## config.mk

```make
export PLATFORM = sky130hd
export DESIGN_NAME = ipv4_cidr_block_table
export DESIGN_NICKNAME = d
export VERILOG_FILES = /design/src/sv/icbt_pkg.sv /design/src/sv/ipv4_cidr_block_table.sv /design/src/sv/icbt_dp.sv /design/src/sv/icbt_ctrl.sv
export SDC_FILE = /design/constraint.sdc
export NUM_CORES = 1
export LEC_CHECK = 0
export BUFFER_PORTS_ARGS = -buffer_cell sky130_fd_sc_hd__buf_2
export CAP_MARGIN = 20
export CORE_MARGIN = 1.5
export CORE_UTILIZATION = 55
export CTS_CLUSTER_DIAMETER = 120
export DETAILED_ROUTE_END_ITERATION = 10
export PLACE_DENSITY = 0.78
export SYNTH_ARGS = -nofsm -noshare
export SYNTH_HDL_FRONTEND = slang
export SYNTH_SLANG_ARGS = --single-unit
export TNS_END_PERCENT = 10
```

## constraint.sdc

```tcl
create_clock -name clock -period 8.6 [get_ports clock]
set_input_delay 1.72 -clock clock [delete_from_list [all_inputs] [get_ports clock]]
set_output_delay 1.72 -clock clock [all_outputs]
set_load 0.02 [all_outputs]
```

## src/sv/icbt_pkg.sv

```systemverilog
// Shared types and constants of the IPv4 CIDR block table.
package icbt_pkg;

   // Table depth and derived widths
   localparam int MAX_RANGES = 16;
   localparam int IDX_W      = (MAX_RANGES > 1) ? $clog2(MAX_RANGES) : 1;
   localparam int CNT_W      = $clog2(MAX_RANGES + 1);

   // Fixed field widths
   localparam int ADDR_W        = 32;
   localparam int PLEN_W        = 6;
   localparam int STATUS_W      = 2;
   localparam int ENTRY_COUNT_W = 5;

   // Longest legal prefix length
   localparam logic [PLEN_W-1:0] MAX_PREFIX = PLEN_W'(32);

   // Opcodes
   localparam logic OP_INSERT = 1'b0;
   localparam logic OP_LOOKUP = 1'b1;

   // Status codes
   localparam logic [STATUS_W-1:0] STATUS_OK         = 2'd0;
   localparam logic [STATUS_W-1:0] STATUS_BAD_PREFIX = 2'd1;
   localparam logic [STATUS_W-1:0] STATUS_FULL       = 2'd2;

   // Request payload
   typedef struct packed {
      logic              opcode;
      logic [ADDR_W-1:0] address;
      logic [PLEN_W-1:0] prefix_len;
   } req_type;

   // Response payload
   typedef struct packed {
      logic [STATUS_W-1:0]      status;
      logic                     blocked;
      logic [ENTRY_COUNT_W-1:0] entry_count;
   } rsp_type;

   // Controller to datapath commands
   typedef struct packed {
      logic load;
      logic insert;
      logic scan_start;
      logic scan_step;
      logic hit_set;
   } icbt_cmd_type;

   // Datapath to controller status
   typedef struct packed {
      logic is_lookup;
      logic empty;
      logic hit;
      logic last;
   } icbt_stat_type;

   // Controller states
   typedef enum logic [1:0] {
      S_IDLE,
      S_EXEC,
      S_SCAN,
      S_RESP
   } icbt_state_type;

endpackage

```

## src/sv/ipv4_cidr_block_table.sv

```systemverilog
// Top level of the IPv4 CIDR block table.
//
// Usage:
//   A request (req_data: opcode, address, prefix_len) is taken at a rising
//   edge with start high and busy low. An insert masks the address with the
//   netmask of prefix_len and appends the range; a lookup reports blocked
//   when any stored range contains the address.
//   Each request gives one response on rsp_data, marked by rsp_valid for a
//   single cycle; the receiver cannot stall and must take it then.
//   An insert, or a lookup on an empty table, goes from S_EXEC straight to
//   S_RESP; any other lookup scans in S_SCAN between the two. The scan reads
//   one range per cycle from the range memory, stopping at the first hit or
//   the last stored range. busy falls in the cycle after rsp_valid.
//   Reset clears the entry count and the controller; the table is empty and
//   a request may be given in the first cycle after reset.
module ipv4_cidr_block_table (
   input  logic              clock,
   input  logic              reset,
   input  logic              start,
   output logic              busy,
   input  icbt_pkg::req_type req_data,
   output logic              rsp_valid,
   output icbt_pkg::rsp_type rsp_data
);

   icbt_pkg::icbt_cmd_type  cmd;
   icbt_pkg::icbt_stat_type stat;

   icbt_ctrl u_ctrl (
      .clock     (clock),
      .reset     (reset),
      .start     (start),
      .stat      (stat),
      .cmd       (cmd),
      .busy      (busy),
      .rsp_valid (rsp_valid)
   );

   icbt_dp u_dp (
      .clock    (clock),
      .reset    (reset),
      .req_data (req_data),
      .cmd      (cmd),
      .stat     (stat),
      .rsp_data (rsp_data)
   );

   // An accepted request keeps the block busy until its response
   a_busy_after_accept: assert property (@(posedge clock) disable iff (reset)
      (start && !busy) |=> busy)
      else $error("busy not raised after an accepted request");

   // A response only appears while a request is in progress
   a_rsp_while_busy: assert property (@(posedge clock) disable iff (reset)
      rsp_valid |-> busy)
      else $error("response without a request in progress");

   // A rejected insert never reports a hit
   a_reject_no_hit: assert property (@(posedge clock) disable iff (reset)
      (rsp_valid && rsp_data.status != icbt_pkg::STATUS_OK) |-> !rsp_data.blocked)
      else $error("rejected insert reports blocked");

   // Entry count never passes the table depth
   a_count_bound: assert property (@(posedge clock) disable iff (reset)
      rsp_valid |-> (rsp_data.entry_count <=
         icbt_pkg::ENTRY_COUNT_W'(icbt_pkg::MAX_RANGES)))
      else $error("entry count beyond table depth");

endmodule

```

## src/sv/icbt_dp.sv

```systemverilog
// Datapath of the CIDR block table: request register, range memory, scan compare.
module icbt_dp (
   input  logic                   clock,
   input  logic                   reset,
   input  icbt_pkg::req_type      req_data,
   input  icbt_pkg::icbt_cmd_type cmd,
   output icbt_pkg::icbt_stat_type stat,
   output icbt_pkg::rsp_type      rsp_data
);

   // Netmask from a prefix length of 0 to 32
   function automatic logic [icbt_pkg::ADDR_W-1:0] prefix_mask(
      input logic [icbt_pkg::PLEN_W-1:0] plen
   );
      logic [icbt_pkg::ADDR_W-1:0] ones;
      ones = '1;
      return ~(ones >> plen);
   endfunction

   // Range memory: network and mask per entry
   logic [icbt_pkg::ADDR_W-1:0] net_mem  [icbt_pkg::MAX_RANGES];
   logic [icbt_pkg::ADDR_W-1:0] mask_mem [icbt_pkg::MAX_RANGES];

   icbt_pkg::req_type           req_ff;
   logic [icbt_pkg::CNT_W-1:0]  count_ff;
   logic [icbt_pkg::CNT_W-1:0]  scan_idx_ff;
   logic [icbt_pkg::CNT_W-1:0]  scan_idx_in;
   logic [icbt_pkg::ADDR_W-1:0] rd_net_ff;
   logic [icbt_pkg::ADDR_W-1:0] rd_mask_ff;
   logic                        pend_ff;
   logic                        last_ff;
   logic [icbt_pkg::STATUS_W-1:0] status_ff;
   logic                        hit_ff;
   logic [icbt_pkg::ADDR_W-1:0] new_mask;
   logic                        bad_prefix;
   logic                        full;
   logic                        match;

   assign new_mask   = prefix_mask(req_ff.prefix_len);
   assign bad_prefix = (req_ff.prefix_len > icbt_pkg::MAX_PREFIX);
   assign full       = (count_ff >= icbt_pkg::CNT_W'(icbt_pkg::MAX_RANGES));
   assign match      = ((req_ff.address & rd_mask_ff) == rd_net_ff);
   assign scan_idx_in = scan_idx_ff + icbt_pkg::CNT_W'(1);

   // Request register
   always_ff @(posedge clock) begin
      if (cmd.load) begin
         req_ff <= req_data;
      end
   end

   // Memory write on an accepted insert
   always_ff @(posedge clock) begin
      if (cmd.insert && !bad_prefix && !full) begin
         net_mem[count_ff[icbt_pkg::IDX_W-1:0]]  <= req_ff.address & new_mask;
         mask_mem[count_ff[icbt_pkg::IDX_W-1:0]] <= new_mask;
      end
   end

   // Memory read for the scan, one entry a cycle while scan_step is high
   always_ff @(posedge clock) begin
      if (cmd.scan_step) begin
         rd_net_ff  <= net_mem[scan_idx_ff[icbt_pkg::IDX_W-1:0]];
         rd_mask_ff <= mask_mem[scan_idx_ff[icbt_pkg::IDX_W-1:0]];
      end
   end

   // Entry count
   always_ff @(posedge clock) begin
      if (reset) begin
         count_ff <= '0;
      end else if (cmd.insert && !bad_prefix && !full) begin
         count_ff <= count_ff + icbt_pkg::CNT_W'(1);
      end
   end

   // Scan index and read-pending flag
   always_ff @(posedge clock) begin
      if (reset) begin
         scan_idx_ff <= '0;
         pend_ff     <= 1'b0;
         last_ff     <= 1'b0;
      end else if (cmd.scan_start) begin
         scan_idx_ff <= '0;
         pend_ff     <= 1'b0;
         last_ff     <= 1'b0;
      end else if (cmd.scan_step) begin
         scan_idx_ff <= scan_idx_in;
         pend_ff     <= 1'b1;
         last_ff     <= (scan_idx_ff == count_ff - icbt_pkg::CNT_W'(1));
      end
   end

   // Result fields
   always_ff @(posedge clock) begin
      if (cmd.insert) begin
         hit_ff <= 1'b0;
         priority if (bad_prefix) begin
            status_ff <= icbt_pkg::STATUS_BAD_PREFIX;
         end else if (full) begin
            status_ff <= icbt_pkg::STATUS_FULL;
         end else begin
            status_ff <= icbt_pkg::STATUS_OK;
         end
      end else if (cmd.scan_start) begin
         hit_ff    <= 1'b0;
         status_ff <= icbt_pkg::STATUS_OK;
      end else if (cmd.hit_set) begin
         hit_ff <= 1'b1;
      end
   end

   // Status to the controller
   assign stat.is_lookup = (req_ff.opcode == icbt_pkg::OP_LOOKUP);
   assign stat.empty     = (count_ff == '0);
   assign stat.hit       = pend_ff && match;
   assign stat.last      = pend_ff && last_ff;

   assign rsp_data.status      = status_ff;
   assign rsp_data.blocked     = hit_ff;
   assign rsp_data.entry_count = icbt_pkg::ENTRY_COUNT_W'(count_ff);

endmodule

```

## src/sv/icbt_ctrl.sv

```systemverilog
// Controller state machine of the CIDR block table.
module icbt_ctrl (
   input  logic                    clock,
   input  logic                    reset,
   input  logic                    start,
   input  icbt_pkg::icbt_stat_type stat,
   output icbt_pkg::icbt_cmd_type  cmd,
   output logic                    busy,
   output logic                    rsp_valid
);

   icbt_pkg::icbt_state_type state_ff;
   icbt_pkg::icbt_state_type state_in;

   // State register
   always_ff @(posedge clock) begin
      if (reset) begin
         state_ff <= icbt_pkg::S_IDLE;
      end else begin
         state_ff <= state_in;
      end
   end

   // Next state and commands
   always_comb begin
      state_in  = state_ff;
      cmd       = '0;
      busy      = 1'b1;
      rsp_valid = 1'b0;
      unique case (state_ff)
         icbt_pkg::S_IDLE: begin
            busy = 1'b0;
            if (start) begin
               cmd.load = 1'b1;
               state_in = icbt_pkg::S_EXEC;
            end
         end
         icbt_pkg::S_EXEC: begin
            if (!stat.is_lookup) begin
               cmd.insert = 1'b1;
               state_in   = icbt_pkg::S_RESP;
            end else begin
               cmd.scan_start = 1'b1;
               state_in       = stat.empty ? icbt_pkg::S_RESP : icbt_pkg::S_SCAN;
            end
         end
         icbt_pkg::S_SCAN: begin
            // compare the entry read last cycle, fetch the next one
            priority if (stat.hit) begin
               cmd.hit_set = 1'b1;
               state_in    = icbt_pkg::S_RESP;
            end else if (stat.last) begin
               state_in = icbt_pkg::S_RESP;
            end else begin
               cmd.scan_step = 1'b1;
            end
         end
         icbt_pkg::S_RESP: begin
            rsp_valid = 1'b1;
            state_in  = icbt_pkg::S_IDLE;
         end
         default: begin
            state_in = icbt_pkg::S_IDLE;
         end
      endcase
   end

endmodule
```

# Word-level counts from Yosys, hierarchy flattened
# Memory sizes are Yosys's and may differ from the RTL's. A register that Yosys moved wholly into a read port is not among the register bits.
# Index checks and enable logic that the tools add are counted.
# word_totals
romBits	0
memories	2
inputBits	42
word_cells	63
output_inout_bits	10
regBits	56
ram_bits	1024
latch_bits	0
# op_classes
n_lt_le_gt_ge	2
muxes	23
multipliers	0
add_sub_neg	3
n_div	0
shift	1
bitwise_logic	3
eq_ne	7
reduce_logical	12
# memory_table
name	depth	width	rd	rd_ports_with_merged_regs	write_ports	line_no	source
u_dp.mask_mem	16	32	1	1	1	icbt_dp.sv:22	logic [icbt_pkg::ADDR_W-1:0] mask_mem [icbt_pkg::MAX_RANGES];
u_dp.net_mem	16	32	1	1	1	icbt_dp.sv:21	logic [icbt_pkg::ADDR_W-1:0] net_mem [icbt_pkg::MAX_RANGES];
# ops
cell	count
$and 32x32->32	2
$eq 32x32->1	1
$not 32->32	1
$shr 32x6->32 const A	1
$mux 2	10
$mux 1	12
$add 5x1->5 const B	2
$pmux 2 s4	1
$gt 6x6->1 const B	1
$eq 5x5->1	1
$ge 5x5->1 const B	1
$logic_not 5->1	1
$sub 5x1->5 const B	1
$eq 2x2->1 const B	2
$logic_and 1x1->1	4
$reduce_or 2->1	2
$ne 3x3->1 const B	1
$eq 2x1->1 const B	1
$logic_not 1->1	2
$logic_not 2->1	1
$ne 2x2->1 const B	1
$reduce_and 2->1	1
$reduce_bool 2->1	1

# Longest topological paths before layout
# Gate-level depths: netlist of the first run.
# depth
word_depth	6
mapped_depth	8
depth_no_buf	8

# Modules after synthesis
# Synthesis of the first run repeated with hierarchy kept, for this count alone.
# unflattened
cells_unflattened	1823
hier_area_um2	43533.0
# by_module_without_submodules
module	area_each_um2	cells_per_inst	seq_area_each_um2	n_inst
icbt_dp	43307.8	1798	34162.8	1
icbt_ctrl	225.2	25	40.0	1

# Least setup slack after synthesis of the first run
# No wires, ideal clock.
# synth_timing
path_kind	reg-to-reg
startpoint	reg u_dp.req_ff[0] (netlist bit)
endpoint	mem u_dp.mask_mem[3][0] (netlist bit), enable pin
setup_ns	0.565
setup_slack_ns	2.196
synth_period_minus_slack_ns	6.404
stages_incl_launch_ff	7
arrival_time_ns	5.840
n_path_buf	1
required_ns	8.035
path_cell_list	edfxtp_1 -> or2_1 -> o31ai_2 -> and4bb_1 -> buf_2 -> nand2_1 -> nor3_1
# synth_via
elab_chain_cells	6
# synth_rtl
item	line_no	source
start: declaration	icbt_dp.sv:24	icbt_pkg::req_type req_ff;
start signal: assignment	icbt_dp.sv:48	req_ff <= req_data;
$gt 6x6->1	icbt_dp.sv:40	assign bad_prefix = (req_ff.prefix_len > icbt_pkg::MAX_PREFIX);
$logic_not 1->1	icbt_dp.sv:54	if (cmd.insert && !bad_prefix && !full) begin
$logic_and 1x1->1 (2 in series)	icbt_dp.sv:54	
$mux 1	icbt_dp.sv:54	
$mux 1 (not written as such)	icbt_dp.sv:56	mask_mem[count_ff[icbt_pkg::IDX_W-1:0]] <= new_mask;
end: declaration	icbt_dp.sv:22	
# Every way passes these cells.

# Final worst setup path of the first run
# layout_timing
startpoint	reg u_dp.req_ff[5] (netlist bit)
endpoint	mem u_dp.net_mem[2][30] (netlist bit) (data pin)
# layout_via
elab_chain_cells	3
# layout_rtl
item	line_no	source
$shr 32x6->32	icbt_dp.sv:17	return ~(ones >> plen);
$not 32->32	icbt_dp.sv:17	
net u_dp.new_mask (one bit)	icbt_dp.sv:34	logic [icbt_pkg::ADDR_W-1:0] new_mask;
$and 32x32->32	icbt_dp.sv:55	net_mem[count_ff[icbt_pkg::IDX_W-1:0]] <= req_ff.address & new_mask;
end: declaration	icbt_dp.sv:21	
# The timed path passes the listed nets, and every way through them passes these cells.

==> summary.md, run 1 <==
| Metric | Value |
|---|---|
| Hold Crit Start | `u_dp.last_ff` |
| Post-synth ARST share | `0` |
| CORE AREA | `just under 80000 um2` |
| Worst Path Buf+Inv | `4` |
| Root buf cell | `clkbuf_16` |
| Critical path type | `reg -> reg` |
| Most common cell in the netlist | `edfxtp_1` |
| Final period util | `0.514` |
| Area growth, synth to finish | `11.4%` |
| Slew HR | `0.258` |
| HPWL Detailed | `52.3 mm` |
| R2R Path Start | `u_dp.req_ff[5]` |
| Hold Crit Depth | `2` |
| Worst R2R Path Depth | `9` |
| Die Ht | `286 um` |
| Crit path depth | `9` |
| Clock Skew | `roughly 48 ps` |
| PwrDens | `approximately 270 nW/um2` |
| Critical path origin | `u_dp.req_ff[5]` |
| Mapped Avg Cell Area | `~23 um2` |
| CTS Sinks | `between 1k and 1.5k` |
| EDFF count, synth | `about 1.1k` |
| CP delay by family, top | `simple AND/OR/NAND/NOR gates` |
| Remaining Overflow, GRT | `0` |
| Initial antenna violation count | `0` |
| Post-place setup slack | `approximately 4400 ps` |
| Vias/cell | `6.71` |
| Initial DRC Count | `a little under 3k` |
| Top cells by count, synth | `1129 x edfxtp_1, 320 x mux4_2, 50 x nand2_1` |
| Synth Flop Type | `edfxtp_1` |
| Clock latency on the worst-skew pair | `around 700 ps` |
| Final hold violation count | `0` |
| CTS clk-pin slew, worst paths | `about 70 ps` |
| Worst-Margin Slew | `around 1100 ps` |
| Initial Util | `0.556` |
| Final setup violation count | `0` |
| Global-route wire length before repair | `approximately 150 mm` |
| Synth Net Count | `roughly 1.9k` |
| Post-CTS Resized | `0` |
| Ant diodes | `0` |
| Critical Path Sink Type | `flip-flop` |
| CTS tree | `yes` |
| Distinct cell type count after synthesis | `between 50 and 60` |
| Status | `finished, final reports clean` |
| FMAX | `between 200 and 250 MHz` |
| Post-synthesis cell area | `between 40000 and 50000 um2` |
| Peak supply drop | `roughly 0.00021 V` |
| Yosys reg bits | `about 1.1k` |
| 1st-pass router iterations | `9` |
| Wire per inst | `approximately 33 um` |
| Critical path's slowest cell | `nor2_1` |
| Post-synth top area share | `0.772` |
| RSZ-0062 raised after global routing | `false` |
| CTS buffer count | `about 110` |
| Power, Total | `between 10 and 15 mW` |
| Cell accounting for the most synthesized area | `edfxtp_1` |
| Post-route DRC | `0` |
| Die Area | `between 80000 and 90000 um2` |
| Max FO, Critical Path | `28` |
| YS warnings | `0` |
| Largest net degree at the start of global routing | `between 150 and 200` |
| Syn Inst Count | `1870` |
| Setup repair bufs after CTS | `0` |
| Req. time, crit path | `a little under 9000 ps` |
| Cell Rows | `around 100` |
| Layout cell share with drive strength beyond 1 | `0.286` |
| Type of the worst min-delay path | `reg -> reg` |
| Number of port buffers | `51` |
| Tmin final | `between 4000 and 5000 ps` |
| Gr usage total | `0.256` |
| Startpoint class of the critical path | `flip-flop` |
| Fin. max-slew vios | `0` |
| CP Cell Sequence | `buf_4, nor2_1, inv_1, nor2_1, inv_1, nor2_1, inv_1, or2_1, and2_1` |
| WP data arrival | `4750 ps` |
| ANT nets after route | `0` |
| Setup_tns | `0 ps` |
| Gp weighted congestion | `about 0.85` |
| DR vias | `between 20k and 25k` |
| # H-tree levels | `3` |
| Register area share after synthesis | `0.779` |
| Clk buf depth | `3` |
| Final WS setup | `approximately 4200 ps` |
| Vias in the first global route | `around 22k` |
| CP peak stage delay | `~550 ps` |
| Maxcap violations | `0` |
| Top Ports | `52` |
| Final wirelength | `between 100 and 150 mm` |
| Post-CTS Hold Buffers | `0` |
| Die width | `roughly 290 um` |
| Total Nets Final | `around 2.0k` |
| Most area-consuming cells after synthesis | `edfxtp_1 77%, mux4_2 16%, dfxtp_1 0.68%` |
| Leakage | `around 15 nW` |
[state kept, by name, summed over array words and instances, names as in the netlist]
name              flops
u_ctrl.state_ff       2
u_dp.rd_mask_ff      32
u_dp.mask_mem       512
u_dp.pend_ff          1
u_dp.net_mem        512
u_dp.hit_ff           1
u_dp.scan_idx_ff      5
u_dp.status_ff        2
u_dp.rd_net_ff       32
u_dp.count_ff         5
u_dp.req_ff          38
u_dp.last_ff          1
u_dp.stat             1
[worst paths after layout]
| path | slack (ps) | to |
|---|---|---|
| max | 4180 | u_dp.net_mem[2][30] |
| min | 460 | u_dp.last_ff |
| max reg2reg | 4180 | u_dp.net_mem[2][30] |
| min reg2reg | 460 | u_dp.last_ff |
[worst min-delay path, delay by kind of cell, from the launching register on]
family           cells  cell delay (ps)
flip-flops           1              310
multiplexers         1               60
AND/OR/NAND/NOR      1               50
[cell usage in the layout, fill, tap and decap left out, drive strengths merged, types with 3 or more instances in the layout]
| cell type | Yosys | routed |
|---|---|---|
| edfxtp | 1129 | 1129 |
| mux4 | 320 | 320 |
| clkbuf | 36 | 128 |
| buf | 49 | 95 |
| clkinv | 0 | 56 |
| nand2 | 50 | 50 |
| nor2 | 35 | 35 |
| and2 | 29 | 29 |
| inv | 20 | 25 |
| nand3 | 21 | 21 |
| dfxtp | 15 | 15 |
| a21oi | 14 | 14 |
| a211oi | 13 | 13 |
| ha | 11 | 11 |
| a21o | 11 | 11 |
| xor2 | 10 | 10 |
| and3 | 9 | 9 |
| and3b | 9 | 9 |
| bufinv | 0 | 9 |
| a21boi | 9 | 9 |
| mux2i | 8 | 8 |
| o21ai | 7 | 7 |
| nand4 | 6 | 6 |
| nand2b | 6 | 6 |
| xnor2 | 6 | 6 |
| clkinvlp | 0 | 6 |
| nor3 | 6 | 6 |
| nor2b | 5 | 5 |
| o22a | 4 | 4 |
| o2111ai | 4 | 4 |
| or2 | 4 | 4 |
| a31oi | 3 | 3 |
| a2111oi | 3 | 3 |
| nor4 | 3 | 3 |
[layer usage]
metal  up-vias  wire length [um]  GRT usage
met5         -                 0          0
met2      1472             50600      0.411
met4         0              2870     0.0803
met3       206             10500     0.0449
met1     11200             38600      0.365
li1       8191                 -          -
[area by class of cell]
| class | count | area [um2] |
|---|---|---|
| Sequential cell | 1144 | 34200 |
| Clock inverter | 76 | 651 |
| Timing Repair Buffer | 95 | 631 |
| Tap cell | 1050 | 1310 |
| Fill cell | 4973 | 30100 |
| Multi-Input combinational cell | 621 | 9220 |
| Inverter | 20 | 76.3 |
| Clock buffer | 128 | 2800 |
[power by group]
group	internal (mW)	total (mW)	leakage, nW	switching [mW]
Combinational	0.721	1.79	2.91	1.07
Sequential	6.66	6.81	10.3	0.149
Clock	2.60	4.66	1.68	2.06
[cell families (layout without fill, tap and decap cells)]
kind of cell             Yosys count  after routing  share of synthesized area
AO/OA/AOI/OAI                     79             79                     0.0130
XOR/XNOR                          16             16                    0.00319
adder cells (fa/ha/maj)           11             11                    0.00314
buffers and inverters            105            319                     0.0134
flip-flops                      1144           1144                      0.779
multiplexers                     328            328                      0.166
AND/OR/NAND/NOR                  187            187                     0.0222
[per-stage QoR]
| stage | hold slack [ps] | std cells | instance area, um2 | util |
|---|---|---|---|---|
| 6_report | 465 | 3134 | 48900 | 0.619 |
| 5_1_grt | 482 | 3134 | 48900 | 0.619 |
| 4_1_cts | 469 | 3131 | 48900 | 0.619 |
| 3_5_place_dp | 460 | 2927 | 45400 | 0.575 |
| 3_3_place_gp | 453 | 2927 | 45400 | 0.575 |
| 2_1_floorplan | 438 | 1870 | 43900 | - |
Power figures use the tool's default switching activity.
==> run 2, diff against run 1 <==
==> constraint.sdc (replaced) <==
create_clock -name clock -period 4.4 [get_ports clock]
set_input_delay 0.88 -clock clock [delete_from_list [all_inputs] [get_ports clock]]
set_output_delay 0.88 -clock clock [all_outputs]
set_load 0.02 [all_outputs]
==> summary.md, run 2 (same netlist as run 1, synthesis figures left out) <==
| Metric | Value |
|---|---|
| Status | `finished, final reports clean` |
| Largest net degree at the start of global routing | `114 (-26%)` |
| Internal | `19.7 mW (+97%)` |
| Met2 Use GR | `0.394 (-0.0171)` |
| Area growth, synth to finish | `12.5%` |
| Worst-Margin Slew | `1020 ps (-89.4 ps)` |
| Setup_tns | `0 ps (unchanged)` |
| Number of port buffers | `51 (unchanged)` |
| CTS buffer count | `108 (-0.92%)` |
| GR peak layer | `met2` |
| # H-tree levels | `3 (unchanged)` |
| Sw Pwr | `6.39 mW (+95%)` |
| Initial Util | `0.556 (unchanged)` |
| Initial DRC Count | `2551 (-13%)` |
| Layout cell share with drive strength beyond 1 | `0.297 (+0.0108)` |
| PwrDens | `528 nW/um2 (+95%)` |
| Total Nets Final | `2061 (+0.83%)` |
| ANT nets after route | `0 (unchanged)` |
| Gr usage total | `0.248 (-0.00819)` |
| Req. time, crit path | `4760 ps (-4170 ps)` |
| Remaining Overflow, GRT | `0 (unchanged)` |
| Gp weighted congestion | `0.826 (-3.0%)` |
| Root buf cell | `clkbuf_16` |
| Comb power frac | `0.137 (+0.002)` |
| 1st-pass router iterations | `7 (-2)` |
| Commonest non-fill, non-tap cell in the layout | `edfxtp_1` |
| Final wirelength | `99.1 mm (-3.4%)` |
| Initial antenna violation count | `2 (+2)` |
| CTS Sinks | `1144 (unchanged)` |
| Post-CTS Resized | `0 (unchanged)` |
| Power, Total | `26.1 mW (+97%)` |
| Clk buf depth | `3 (unchanged)` |
| Vias in the first global route | `21.3k (-1.4%)` |
| Clock Skew | `26.7 ps (-21.1 ps)` |
| CP peak stage delay | `560 ps (about the same)` |
| Grt met3 use | `0.0556 (+0.0107)` |
| Cell Rows | `103 (unchanged)` |
| Critical path type | `reg -> reg` |
| Global-route wire length before repair | `146 mm (-2.8%)` |
| Top Ports | `52 (unchanged)` |
| Die width | `286 um (unchanged)` |
| Peak supply drop | `0.000491 V (+140%)` |
| RSZ-0062 raised after global routing | `false` |
| Critical Path Sink Type | `flip-flop` |
| Final setup violation count | `0 (unchanged)` |
| CTS clk-pin slew, worst paths | `60 ps (about the same)` |
| Clock Power Share | `0.353 (+0.002)` |
| Tmin final | `3900 ps (-527 ps)` |
| HPWL Detailed | `51.4 mm (-1.7%)` |
| Maxcap violations | `0 (unchanged)` |
| Finished Core Util | `0.625 (+0.00618)` |
| Type of the worst min-delay path | `in -> reg` |
| Wire per inst | `31.5 um (-3.8%)` |
| Part of the power in registers | `0.510 (-0.003)` |
| Die Area | `81500 um2 (unchanged)` |
| Post-route DRC | `0 (unchanged)` |
| Fillcell total | `4981 (+0.16%)` |
| Final period util | `0.885 (+0.371)` |
| FF/Latch Area | `34200 um2 (unchanged)` |
| Sw frac | `0.245 (-0.00232)` |
| Vias/cell | `6.61 (-1.6%)` |
| Critical path's slowest cell | `edfxtp_1` |
| Setup repair bufs after CTS | `0 (unchanged)` |
| Leakage | `15.0 nW (+1.2%)` |
| Multi-input logic area | `9240 um2 (+0.20%)` |
| Grt met1 use | `0.353 (-0.0119)` |
| WP data arrival | `4260 ps (-490 ps)` |
| Worst Path Buf+Inv | `3 (-1)` |
| CORE AREA | `79000 um2 (unchanged)` |
| Fin. max-slew vios | `0 (unchanged)` |
| Post-CTS Hold Buffers | `0 (unchanged)` |
| CTS tree | `yes` |
| CP delay by family, top | `simple AND/OR/NAND/NOR gates` |
| DR vias | `20.8k (-1.2%)` |
| Max FO, Critical Path | `20 (-29%)` |
| Startpoint class of the critical path | `flip-flop` |
| Commonest cells after routing, fill and taps aside | `1129 x edfxtp_1, 320 x mux4_2, 109 x clkbuf_16, 51 x buf_2, 50 x nand2_1` |
| Final hold violation count | `0 (unchanged)` |
| Slew HR | `0.313 (+0.0555)` |
| Die Ht | `286 um (unchanged)` |
| FMAX | `257 MHz (+14%)` |
| CP Cell Sequence | `nor2_1, inv_1, nor2_1, inv_1, nor2_1, inv_1, or2_1, and2_1` |
| Clock latency on the worst-skew pair | `690 ps (about the same)` |
## run 2: changes by cell type in the layout (fill, tap and decap cells not counted), sizes merged
cell and change:
buf +18, bufinv +2, clkbuf -1, clkinv -6, clkinvlp +1, diode +1, inv -2
## run 2: worst paths after layout
kind | cells after the start | to | start | slack, ps
setup / recovery | 8 | u_dp.net_mem[13][30] | u_dp.req_ff[4] | 500
hold / removal | 1 | u_dp.req_ff[12] | req_data[12] | 370
setup reg to reg | 8 | u_dp.net_mem[13][30] | u_dp.req_ff[4] | 500
hold reg to reg | 2 | u_dp.last_ff | u_dp.last_ff | 480
## run 2: area by class of cell
class / instances / area share
Clock buffer: 127 / 0.0566
Timing Repair Buffer: 113 / 0.0210
Multi-Input combinational cell: 621 / 0.187
Tap cell: 1050 / 0.0266
Clock inverter: 71 / 0.0145
Sequential cell: 1144 / 0.693
Inverter: 20 / 0.00155
Antenna cell: 1 / 0.0000507
## run 2: per-stage QoR
step / std cells / hold WS [ps] / setup slack (ps) / cell area (um2)
4_1_cts: 3142 / 345 / 652 / 49300
3_5_place_dp: 2944 / 462 / 804 / 45800
2_1_floorplan: 1870 / 438 / -288 / 43900
3_3_place_gp: 2943 / 448 / 1130 / 45800
6_report: 3147 / 374 / 504 / 49400
5_1_grt: 3146 / 356 / 307 / 49400
## run 2: worst register-to-register path, delay by kind of cell, from the launching register on
| kind | cells | cell delay (ps) |
|---|---|---|
| AND/OR/NAND/NOR | 5 | 2050 |
| buffers and inverters | 3 | 970 |
| flip-flops | 1 | 560 |
## run 2: routing by layer
metal | up-vias | routed length [um]
met5 | - | 13
met4 | 2 | 2460
met3 | 176 | 10000
met2 | 1336 | 48600
met1 | 11000 | 38000
li1 | 8230 | -
## run 2: power by group through the flow
stage / Sequential (mW) / Clock, mW / Combinational, mW
floorplan: 13.4 / 0 / 2.57
global placement: 13.5 / 0 / 3.38
detailed placement: 13.5 / 0 / 3.50
CTS: 13.3 / 9.31 / 3.56
global route: 13.3 / 9.71 / 3.81
finish: 13.3 / 9.22 / 3.57
